`config.mk`:
```
export PLATFORM = sky130hd
export DESIGN_NAME = tcw_cursor
export DESIGN_NICKNAME = d
export VERILOG_FILES = /design/src/hdl/tcw_pkg.sv /design/src/hdl/tcw_cursor.sv
export SDC_FILE = /design/constraint.sdc
export NUM_CORES = 1
export LEC_CHECK = 0
export BUFFER_PORTS_ARGS = -buffer_cell sky130_fd_sc_hd__buf_2
export CAP_MARGIN = 30
export CORE_MARGIN = 4
export CORE_UTILIZATION = 54
export DETAILED_ROUTE_END_ITERATION = 10
export HOLD_SLACK_MARGIN = 0.03
export PLACE_DENSITY = 0.8
export SYNTH_ARGS = -nofsm -noshare
export SYNTH_HDL_FRONTEND = slang
export SYNTH_SLANG_ARGS = --single-unit
export TNS_END_PERCENT = 30
```
`constraint.sdc`:
```
create_clock -name clk -period 2.47 [get_ports clk]
set_input_delay 0.3705 -clock clk [delete_from_list [all_inputs] [get_ports clk]]
set_output_delay 0.3705 -clock clk [all_outputs]
set_load 0.05 [all_outputs]
```
`src/hdl/tcw_pkg.sv`:
```
// ---------------------------------------------------------------------------
// Text console char writer - package
// Beat types, character codes and screen geometry defaults.
// ---------------------------------------------------------------------------
package tcw_pkg;

  localparam int COLUMNS_DEF = 80;
  localparam int ROWS_DEF    = 25;
  localparam int CELL_W      = 11;

  localparam logic [7:0] CHAR_LF    = 8'h0A;
  localparam logic [7:0] CHAR_BS    = 8'h08;
  localparam logic [7:0] CHAR_SPACE = 8'h20;

  localparam logic KIND_PUT  = 1'b0;
  localparam logic KIND_READ = 1'b1;

  typedef struct packed {
    logic              kind;
    logic [7:0]        char_code;
    logic [CELL_W-1:0] cell_index;
  } in_beat_t;

  typedef struct packed {
    logic [CELL_W-1:0] cursor_cell;
    logic [7:0]        cell_char;
    logic              scrolled;
  } out_beat_t;

  typedef struct packed {
    logic write;
    logic wrap;
  } put_status_t;

endpackage

```
`src/hdl/tcw_cursor.sv`:
```
// ---------------------------------------------------------------------------
// Text console char writer - cursor unit
// Holds cursor, column and row start; works out the effect of one put.
// ---------------------------------------------------------------------------
module tcw_cursor #(
  parameter int COLUMNS = 80,
  parameter int ROWS    = 25,
  parameter int AW      = 11
) (
  input  logic                clk,
  input  logic                rst,
  input  logic                put,
  input  logic [7:0]          char_code,
  output logic [AW-1:0]       cursor,
  output logic [AW-1:0]       cursor_next,
  output logic [AW-1:0]       wr_addr,
  output logic [7:0]          wr_data,
  output tcw_pkg::put_status_t status
);
  import tcw_pkg::*;

  localparam int CELLS = COLUMNS * ROWS;
  localparam int LAST  = CELLS - COLUMNS;
  localparam int COLW  = $clog2(COLUMNS);

  logic [COLW-1:0] col, col_next;
  logic [AW-1:0]   row_start, row_start_next;

  always_comb begin
    cursor_next    = cursor;
    col_next       = col;
    row_start_next = row_start;
    wr_addr        = cursor;
    wr_data        = char_code;
    status         = '0;
    if (char_code == CHAR_LF) begin
      if (row_start == AW'(LAST)) begin
        status.wrap = 1'b1;
      end else begin
        cursor_next    = row_start + AW'(COLUMNS);
        row_start_next = row_start + AW'(COLUMNS);
        col_next       = '0;
      end
    end else if (char_code == CHAR_BS) begin
      status.write = 1'b1;
      wr_data      = CHAR_SPACE;
      if (col != '0) begin
        cursor_next = cursor - AW'(1);
        col_next    = col - COLW'(1);
        wr_addr     = cursor - AW'(1);
      end
    end else begin
      status.write = 1'b1;
      if (cursor == AW'(CELLS - 1)) begin
        status.wrap = 1'b1;
      end else if (col == COLW'(COLUMNS - 1)) begin
        cursor_next    = cursor + AW'(1);
        col_next       = '0;
        row_start_next = row_start + AW'(COLUMNS);
      end else begin
        cursor_next = cursor + AW'(1);
        col_next    = col + COLW'(1);
      end
    end
    if (status.wrap) begin
      cursor_next    = AW'(LAST);
      row_start_next = AW'(LAST);
      col_next       = '0;
    end
  end

  always_ff @(posedge clk) begin
    if (rst) begin
      cursor    <= '0;
      col       <= '0;
      row_start <= '0;
    end else if (put) begin
      cursor    <= cursor_next;
      col       <= col_next;
      row_start <= row_start_next;
    end
  end

endmodule

```
# After elaboration in Yosys (flattened, before gate mapping)
# Index checks and enable logic that the tools add are counted.
[classes]
n_reduce_logical = 4
n_eq_ne = 10
n_mux = 28
addsub = 5
[op_table]
columns = ["op", "count"]
rows = [
  ["$mux 11", 14],
  ["$mux 7", 7],
  ["$eq 11x11->1 const B", 2],
  ["$eq 8x4->1 const B", 2],
  ["$mux 8", 2],
  ["$add 11x1->11 const B", 1],
  ["$add 11x7->11 const B", 1],
  ["$sub 11x1->11 const B", 1],
  ["$ne 3x3->1 const B", 3],
  ["$add 7x1->7 const B", 1],
  ["$eq 7x7->1 const B", 1],
  ["$reduce_bool 7->1", 1],
  ["$sub 7x1->7 const B", 1],
  ["$mux 1", 5],
  ["$reduce_and 5->1", 1],
  ["$ne 4x3->1 const B", 1],
  ["$ne 4x4->1 const B", 1],
  ["$reduce_and 4->1", 1],
  ["$reduce_bool 3->1", 1],
]
[word_totals]
out_inout_bits = 43
word_cells = 50
ff_bits = 29

# Longest topological paths before layout
# Gate-level depths: netlist (run 1).
[logic_depth]
word_depth = 6
mapped_depth = 9
ltp_nobuf = 8

# Worst setup path after synthesis (run 1)
# Ideal clock, no wire load.
[synth_path]
kind = "reg2out"
from = "register cursor[4]"
to = "output cursor_next[10]"
stages_incl_launch_ff = 7
path_slack_ps = -1088
required_ps = 2099
t_arrival_ps = 3188
cell_sequence = "dfxtp_1 -> buf_2 -> or4_1 -> or3_1 -> o41a_1 -> xnor2_1 -> o21ai_0"
[synth_via]
elab_chain_len = 5
[synth_lines]
columns = ["element", "line", "rtl"]
rows = [
  ["start, declared", "tcw_cursor.sv:14", "output logic [AW-1:0] cursor,"],
  ["start signal, assigned", "tcw_cursor.sv:78", "cursor <= cursor_next;"],
  ["$add 11x1->11 (tied with other cells)", "tcw_cursor.sv:57, tcw_cursor.sv:61", ""],
  ["$mux 11 (tied with other cells)", "tcw_cursor.sv:54", "if (cursor == AW'(CELLS - 1)) begin"],
  ["$mux 11 or $mux 1 (tied branches)", "tcw_cursor.sv:44", "end else if (char_code == CHAR_BS) begin"],
  ["$mux 11 or $mux 1 (tied branches)", "tcw_cursor.sv:36", "if (char_code == CHAR_LF) begin"],
  ["$mux 11 (*)", "tcw_cursor.sv:65", "if (status.wrap) begin"],
  ["end, declared", "tcw_cursor.sv:15", "output logic [AW-1:0] cursor_next,"],
]
# Every way passes the cells marked *; elsewhere a longest branch is shown, timed or not.

# Worst setup path in the final report (run 1)
[layout_path]
from = "register cursor[3]"
to = "output cursor_next[10]"
# Same word-level chain as after synthesis.

==> results of run 1 <==
-- cell families (layout without fill, tap and decap cells) --
kind of cell,after synthesis,in the layout,share of synthesized area
muxes,4,4,0.0179
DFF,25,25,0.223
xor gates and xnor gates,22,22,0.0859
buffers and inverters,44,148,0.0770
and+or+nand+nor,124,124,0.283
adders and majority gates,7,7,0.0391
AOI/OAI and AO/OA,90,90,0.273
-- state kept, by name, summed over array words and instances, names as in the netlist --
signal     count
row_start      7
cursor        11
col            7
-- worst max-delay path, stage by stage (launching register included) --
cell	delay [ns]
dfxtp_2	0.37
buf_4	0.12
buf_4	0.09
buf_4	0.20
nand3_1	0.22
nor2_1	0.34
nand3_1	0.17
o41a_1	0.20
xnor2_2	0.18
o21ai_4	0.16
buf_6	0.17
-- placed cells by master (no fill, tap or decap), types with 4 or more instances in the layout --
master / count
o21ai_0: 10
ha_1: 5
mux2i_1: 4
a21oi_4: 5
xnor2_1: 11
a31oi_1: 5
buf_2: 32
dfxtp_1: 18
buf_6: 22
nor2_1: 27
xor2_1: 6
dfxtp_2: 7
inv_1: 13
nand3_1: 10
a21o_1: 4
a21oi_1: 20
buf_4: 74
nor3_1: 7
nand2_1: 33
a311oi_1: 9
-- worst max-delay path by stage --
stage / start / endpoint / slack [ns]
global route: cursor[3]$_SDFFE_PP0P_ / cursor_next[10] / -0.56
floorplan: char_code[0] / wr_addr[2] / -0.30
finish: cursor[3]$_SDFFE_PP0P_ / cursor_next[10] / -0.42
CTS: cursor[3]$_SDFFE_PP0P_ / cursor_next[10] / -0.25
detailed placement: char_code[0] / cursor_next[10] / -0.32
global placement: char_code[0] / cursor_next[10] / -0.30
-- metrics by stage --
stage	cell area, um^2	std cells	setup WS (ns)	TNS, ns
6_report	3530	470	-0.424	-4.01
5_1_grt	3530	470	-0.560	-5.15
4_1_cts	3300	462	-0.253	-1.11
3_5_place_dp	2960	448	-0.317	-3.86
3_3_place_gp	2960	448	-0.299	-3.29
2_1_floorplan	2320	316	-0.296	-3.03
-- routing by layer --
layer  share of wire  vias up  wire [um]
met1            0.34     1511       3780
met2            0.42      415       4680
met5               0        -          0
li1                -     1342          -
met3            0.15      137       1650
met4           0.094        0       1040
-- Yosys cell counts (all sizes together) (3+ instances only) --
library cell	n	area share
or3	3	0.0084
dfxtp	25	0.22
mux2i	4	0.018
and4	3	0.012
inv	16	0.027
xor2	9	0.035
o21ai	17	0.038
clkbuf	22	0.037
a31oi	5	0.014
o32ai	3	0.012
buf	6	0.013
a21oi	26	0.058
nor2	32	0.055
nand3	12	0.027
and3	5	0.014
nand2b	3	0.0084
a311oi	10	0.039
a211oi	3	0.010
ha	7	0.039
a21o	4	0.013
nand2	35	0.060
xnor2	13	0.051
nor3	13	0.036
-- layout make-up --
type,count,area [um^2]
Sequential cell,25,509
Timing Repair Buffer,128,963
Fill cell,174,474
Clock inverter,1,5.00
Tap cell,50,62.6
Clock buffer,3,41.3
Multi-Input combinational cell,247,1880
Inverter,16,60.1
-- power by group through the flow --
stage	sequential (mW)	clock, mW	combinational, mW
2_1_floorplan	0.456	0	0.204
3_3_place_gp	0.429	0	0.323
3_5_place_dp	0.430	0	0.328
4_1_cts	0.421	0.271	0.359
5_1_grt	0.425	0.295	0.429
6_report	0.423	0.274	0.420
-- timing repair --
item / 4_1_cts / 5_1_grt
pin swaps: 12 / 19
resized for setup: 56 / 37
hold buffers: 0 / 0
setup endpoints to repair: 21 / 20
buffers inserted: 10 / 8
==> qor.yml, run 1 <==
timing:
  min_period_ns: 2.89
  hold_ws_ns: 0.482
  fmax_mhz: 346
  slew_violations: 0
  finalCritPeriodShare: 1.17
  worstMarginPinSlew_ns: 0.667
  hold_viol_final: 0
  fin_worst_skew_ns: 0.0102
  rsz0062_at_grt: "yes"
  setup_slack_ns: -0.424
  relSlewSlack: 0.552
  setup_viol: 21
synth:
  yosys_warnings: 0
  synth_cells: 316
  async_flop_share: 0
  synth_edf_count: 0
  synth_nets: 334
  syn_area_mm2: 0.00224
  synthFlopType: "dfxtp_1"
  ys_types: 58
  seq_area_frac_synth: 0.223
  ys_ff_latch: 25
  syn_area_per_cell_um2: 7.10
power_and_ir_drop:
  intPower_mw: 0.669
  clkPwrFrac: 0.245
  switchingPower_mw: 0.447
  power.density_mw_per_mm2: 317
  p_leak_nw: 1.57
  pwr-share-seq: 0.379
  ir_worst_vdd_mv: 0.296
  total_power_mw: 1.12
  sw_frac_of_total: 0.401
  combPwrFrac: 0.376
placement:
  port_buffers: 53
  hpwl_um: 5400
  gp_congestion: 0.975
die:
  fp-row-count: 23
  ioPinCount: 54
  start_util: 0.561
  fp.dieW_um: 72.4
  core_area_mm2: 0.00400
  die_y_um: 72.4
  dieArea_mm2: 0.00525
critical_path:
  crit_type: "reg2out"
  r2r_cells: 10
  arrival_ns: 2.52
  r2r_start: "cursor[6]$_SDFFE_PP0P_"
  endpoint_kind: "primary output"
  required_ns: 2.10
  reg2reg_to: "cursor[3]$_SDFFE_PP0P_"
  worstSetupStartpointType: "register"
  cp_max_fo: 12
  reg2reg_slack_ns: -0.10
finish:
  areaGrowthSynthToFinish_pct: 57.3
  antenna_cells: 0
  final_core_util: 0.881
  drive_above_1_share: 0.455
  fin_nets: 439
global_routing:
  overflow: 0
  grt_pass1_vias: 2817
  top_usage_layer: "met2"
  grt_use_total: 0.308
  antenna_found_initial: 0
  grt_use_met1: 0.398
  grt_max_degree: 29
  met2_usage: 0.504
  grt_pass1_wl_um: 13100
  use_met3: 0.0485
routing:
  totalWireLength_um: 11200
  drc: 0
  drt-initial-drc-count: 707
  ant_nets: 0
  num_vias: 3405
  routedWlPerCell_um: 23.7
  viasPerCell: 7.24
  first_pass_iters: 6
clock_tree:
  clock_sinks: 25
  clockBufferDepth: 2
  clk_latency_ns: 0.29
  cts_inserted_buffers: 3
  cts-root-buf: "clkbuf_8"
  cts_tree: "yes"
  clk_pin_slew_ns: 0.11
  htree_levels: 1
run_status:
  violations: "negative setup slack"
  status: "finished, violations left"
worst_hold_path:
  holdCritStartpoint: "put"
  worstHoldPathCells: 3
  hold_end: "cursor[0]$_SDFFE_PP0P_"
  hold_path.class: "in2reg"
run:
  cap_viol_max_count: 0
No activity file was read; power rests on OpenSTA's default activity.
==> run 2: changes to the inputs <==
--- a/config.mk
+++ b/config.mk
@@ -8,10 +8,10 @@
 export BUFFER_PORTS_ARGS = -buffer_cell sky130_fd_sc_hd__buf_2
 export CAP_MARGIN = 30
 export CORE_MARGIN = 4
-export CORE_UTILIZATION = 54
+export CORE_UTILIZATION = 40
 export DETAILED_ROUTE_END_ITERATION = 10
+export GPL_ROUTABILITY_DRIVEN = 0
 export HOLD_SLACK_MARGIN = 0.03
-export PLACE_DENSITY = 0.8
 export SYNTH_ARGS = -nofsm -noshare
 export SYNTH_HDL_FRONTEND = slang
 export SYNTH_SLANG_ARGS = --single-unit
==> qor.yml, run 2 (synthesis results as in run 1) <==
run_status:
  status: "finished, violations left"
  violations: "negative setup slack"
clock_tree:
  clock_sinks: 25
  clockBufferDepth: 2
  clk_pin_slew_ns: 0.10
  cts-root-buf: "clkbuf_8"
  htree_levels: 1
  cts_inserted_buffers: 3
  clk_latency_ns: 0.28
  cts_tree: "yes"
  hold_buffers: 0
timing:
  hold_viol_final: 0
  min_period_ns: 2.73
  setup_viol: 10
  finalCritPeriodShare: 1.11
  worstMarginPinSlew_ns: 0.572
  fmax_mhz: 366
  fin_setup_tns_ns: -0.881
  rsz0062_at_grt: "yes"
  hold_ws_ns: 0.490
  slew_violations: 0
  setup_slack_ns: -0.264
  relSlewSlack: 0.618
  fin_worst_skew_ns: 0.00590
finish:
  fin_nets: 439
  areaGrowthSynthToFinish_pct: 56.8
  reg_top3: "cursor: 11 flops, col: 7 flops, row_start: 7 flops"
  antenna_cells: 0
  drive_above_1_share: 0.457
  mostFrequentLayoutCells: "buf_4 (74), buf_2 (33), nand2_1 (32)"
  final_common_cell: "buf_4"
  max_flop_register: "cursor"
  largest_reg_flops: 11
power_and_ir_drop:
  power.density_mw_per_mm2: 310
  total_power_mw: 1.09
  ir_worst_vdd_mv: 0.224
  p_leak_nw: 1.58
routing:
  routedLengthMet1_um: 3690
  drc: 0
  viasPerCell: 5.46
  wl_met2_um: 3530
  first_pass_iters: 4
  num_vias: 2676
  drt-initial-drc-count: 145
  routedWlPerCell_um: 15.7
  ant_nets: 0
  top_layer: "met4"
  routed-wl-met3_um: 295
  totalWireLength_um: 7690
critical_path:
  cp_max_fo: 2
  cp-startpoint: "cursor[3]$_SDFFE_PP0P_"
  r2r_cells: 15
  crit_type: "reg2out"
  reg2reg_to: "cursor[7]$_SDFFE_PP0P_"
  r2r_start: "col[1]$_SDFFE_PP0P_"
  endpoint_kind: "primary output"
  worstSetupStartpointType: "register"
  reg2reg_slack_ns: 0.03
  arrival_ns: 2.36
  required_ns: 2.10
run:
  cap_viol_max_count: 0
placement:
  port_buffers: 53
  place_ws_ns: -0.309
  hpwl_um: 5700
global_routing:
  grt_max_degree: 29
  grt_pass1_wl_um: 12400
  grt_use_total: 0.214
  overflow: 0
  grt_pass1_vias: 2542
  antenna_found_initial: 0
die:
  ioPinCount: 54
  core_area_mm2: 0.00527
  dieArea_mm2: 0.00687
  fp-row-count: 26
  start_util: 0.425
  die_y_um: 82.9
  fp.dieW_um: 82.9
worst_hold_path:
  holdCritStartpoint: "put"
  hold_path.class: "in2reg"
  hold_end: "cursor[2]$_SDFFE_PP0P_"
  worstHoldPathCells: 3
run 2: cell count changes in the layout (fill, tap and decap cells not counted), sizes merged:
cell,change
clkbuf,+1
clkinv,-1
run 2: worst max path at each step:
stage | to | slack [ns] | cells after the start
2_1_floorplan | wr_addr[2] | -0.30 | 5
3_3_place_gp | cursor_next[10] | -0.29 | 8
3_5_place_dp | cursor_next[10] | -0.31 | 8
4_1_cts | cursor_next[10] | -0.27 | 6
5_1_grt | cursor_next[9] | -0.34 | 8
6_report | cursor_next[10] | -0.26 | 6
run 2: worst max-delay path, cell delays in order, from the launching register on:
cell and delay [ns]:
dfxtp_1 0.32, or4_4 0.54, or3_4 0.35, o41a_1 0.38
xnor2_2 0.18, o21ai_4 0.15, buf_6 0.17
run 2: metal layers:
| layer | vias to the layer above | GRT usage |
|---|---|---|
| met4 | 0 | 0.0698 |
| met3 | 15 | 0.0208 |
| li1 | 1345 | - |
| met1 | 1249 | 0.285 |
| met2 | 67 | 0.360 |
| met5 | - | 0 |
run 2: power breakdown:
part           leakage (nW)  switching (mW)  total [mW]  internal [mW]
combinational          1.35           0.247       0.404          0.157
clock                0.0228           0.146       0.262          0.116
sequential            0.206         0.00880       0.424          0.415
total                  1.58           0.402        1.09          0.688
run 2: layout make-up:
type	count	area (um^2)
repair buffers	128	972
flip-flops and latches	25	509
multi-input cells	247	1840
well taps	70	87.6
inverters	16	60.1
clock buffers	4	45.0
fillers	456	1760
run 2: through the flow:
stage / util / cells / area (um^2)
floorplan: - / 316 / 2320
global placement: 0.571 / 471 / 3010
detailed placement: 0.571 / 471 / 3010
CTS: 0.648 / 489 / 3410
global route: 0.667 / 490 / 3510
finish: 0.667 / 490 / 3510
run 2: repair_timing:
item,in CTS,in global routing
setup endpoints to repair,20,22
cloned,1,0
setup buffers,13,2
pin swaps,13,12
resized for setup,72,28
==> run 3: changes to the inputs <==
--- a/config.mk
+++ b/config.mk
@@ -7,11 +7,12 @@
 export LEC_CHECK = 0
 export BUFFER_PORTS_ARGS = -buffer_cell sky130_fd_sc_hd__buf_2
 export CAP_MARGIN = 30
+export CORE_ASPECT_RATIO = 0.7
 export CORE_MARGIN = 4
 export CORE_UTILIZATION = 40
 export DETAILED_ROUTE_END_ITERATION = 10
 export GPL_ROUTABILITY_DRIVEN = 0
-export HOLD_SLACK_MARGIN = 0.03
+export HOLD_SLACK_MARGIN = 0.12
 export SYNTH_ARGS = -nofsm -noshare
 export SYNTH_HDL_FRONTEND = slang
 export SYNTH_SLANG_ARGS = --single-unit
==> qor.yml, run 3 (synthesis results as in run 1) <==
finish:
  areaGrowthSynthToFinish_pct: 59.3
  largest_reg_flops: 11
  antenna_cells: 0
  finalNonFillerCells: 495
  final_core_util: 0.669
  seqCellArea_um2: 508
  drive_above_1_share: 0.459
  multi_input_area_mm2: 0.00185
  mostFrequentLayoutCells: "buf_4 (72), nand2_1 (32), buf_2 (32)"
  final_common_cell: "buf_4"
  max_flop_register: "cursor"
  fin_nets: 442
  fin_area_mm2: 0.00357
  fillers: 451
  reg_top3: "cursor: 11 flops, col: 7 flops, row_start: 7 flops"
placement:
  place_ws_ns: -0.372
  hpwl_um: 5720
  placed_cells: 471
  place_area_mm2: 0.00300
  port_buffers: 53
critical_path:
  critPathBufInv: 1
  r2r_start: "col[0]$_SDFFE_PP0P_"
  crit_slowest_cell: "or4_4"
  cp-startpoint: "cursor[3]$_SDFFE_PP0P_"
  worstSetupStartpointType: "register"
  reg2reg_slack_ns: -0.09
  reg2reg_to: "cursor[7]$_SDFFE_PP0P_"
  cp.depth: 6
  worst_path_dominant_cell_family: "simple AND/OR/NAND/NOR gates"
  required_ns: 2.10
  cp_slowest_stage_delay_ns: 0.55
  arrival_ns: 2.39
  setup.worst_path.end: "cursor_next[10]"
  path_cells: "or4_4 -> or3_4 -> o41a_1 -> xnor2_2 -> o21ai_4 -> buf_6"
  crit_type: "reg2out"
  endpoint_kind: "primary output"
  cp_max_fo: 3
  r2r_cells: 16
timing:
  worstMarginPinSlew_ns: 0.586
  fin_setup_tns_ns: -1.48
  hold_ws_ns: 0.462
  fmax_mhz: 362
  setup_slack_ns: -0.292
  rsz0062_at_grt: "yes"
  fin_worst_skew_ns: 0.00500
  hold_viol_final: 0
  finalCritPeriodShare: 1.12
  min_period_ns: 2.76
  setup_viol: 20
  slew_violations: 0
  relSlewSlack: 0.609
routing:
  num_vias: 2751
  ant_nets: 0
  routedLengthMet1_um: 3790
  totalWireLength_um: 8060
  viasPerCell: 5.56
  top_layer: "met4"
  routedWlPerCell_um: 16.3
  drt-initial-drc-count: 241
  routed-wl-met3_um: 844
  drc: 0
  wl_met2_um: 3360
  first_pass_iters: 4
power_and_ir_drop:
  total_power_mw: 1.10
  p_leak_nw: 1.62
  ir_worst_vdd_mv: 0.215
  power.density_mw_per_mm2: 309
clock_tree:
  cts_inserted_buffers: 3
  clk_latency_ns: 0.28
  clk_pin_slew_ns: 0.10
  cts-root-buf: "clkbuf_8"
  hold_buffers: 0
  htree_levels: 1
  cts_tree: "yes"
  clockBufferDepth: 2
  clock_sinks: 25
global_routing:
  antenna_found_initial: 0
  grt_max_degree: 29
  grt_pass1_vias: 2640
  grt_pass1_wl_um: 13000
  overflow: 0
  grt_use_total: 0.227
worst_hold_path:
  hold_path.class: "in2reg"
run_status:
  status: "finished, violations left"
  violations: "negative setup slack"
die:
  fp-row-count: 22
  dieArea_mm2: 0.00689
  core_area_mm2: 0.00534
  start_util: 0.420
  fp.dieW_um: 97.5
  die_y_um: 70.6
  ioPinCount: 54
run:
  cap_viol_max_count: 0
## run 3: power breakdown
part           internal [mW]  switching [mW]
logic                  0.166           0.257
registers              0.415         0.00769
clock network          0.113           0.146
total                  0.694           0.411
## run 3: area by class of cell
type / count / area share
repair buffers: 131 / 0.285
inverters: 16 / 0.0168
flip-flops and latches: 25 / 0.142
clock buffers: 3 / 0.0116
multi-input cells: 247 / 0.518
clock inverters: 1 / 0.00140
well taps: 72 / 0.0252
## run 3: how the worst min path moves through the flow
stage	start	endpoint	slack, ns	cells past startpoint
final	put	cursor[8]$_SDFFE_PP0P_	0.46	2
after global routing	put	col[5]$_SDFFE_PP0P_	0.50	2
after CTS	put	cursor[8]$_SDFFE_PP0P_	0.45	2
after detailed placement	col[6]$_SDFFE_PP0P_	col[6]$_SDFFE_PP0P_	0.49	1
after global placement	col[6]$_SDFFE_PP0P_	col[6]$_SDFFE_PP0P_	0.48	1
after floorplan	col[6]$_SDFFE_PP0P_	col[6]$_SDFFE_PP0P_	0.46	1
## run 3: routing by layer
metal | vias up | track usage
met2 | 138 | 0.339
met4 | 0 | 0.0384
met5 | - | 0
met1 | 1258 | 0.342
met3 | 8 | 0.0463
li1 | 1347 | -
## run 3: what timing repair did
action / 4_1_cts / 5_1_grt
pin swaps: 11 / 12
setup endpoints to repair: 19 / 22
resized for setup: 59 / 38
setup buffers: 13 / 7
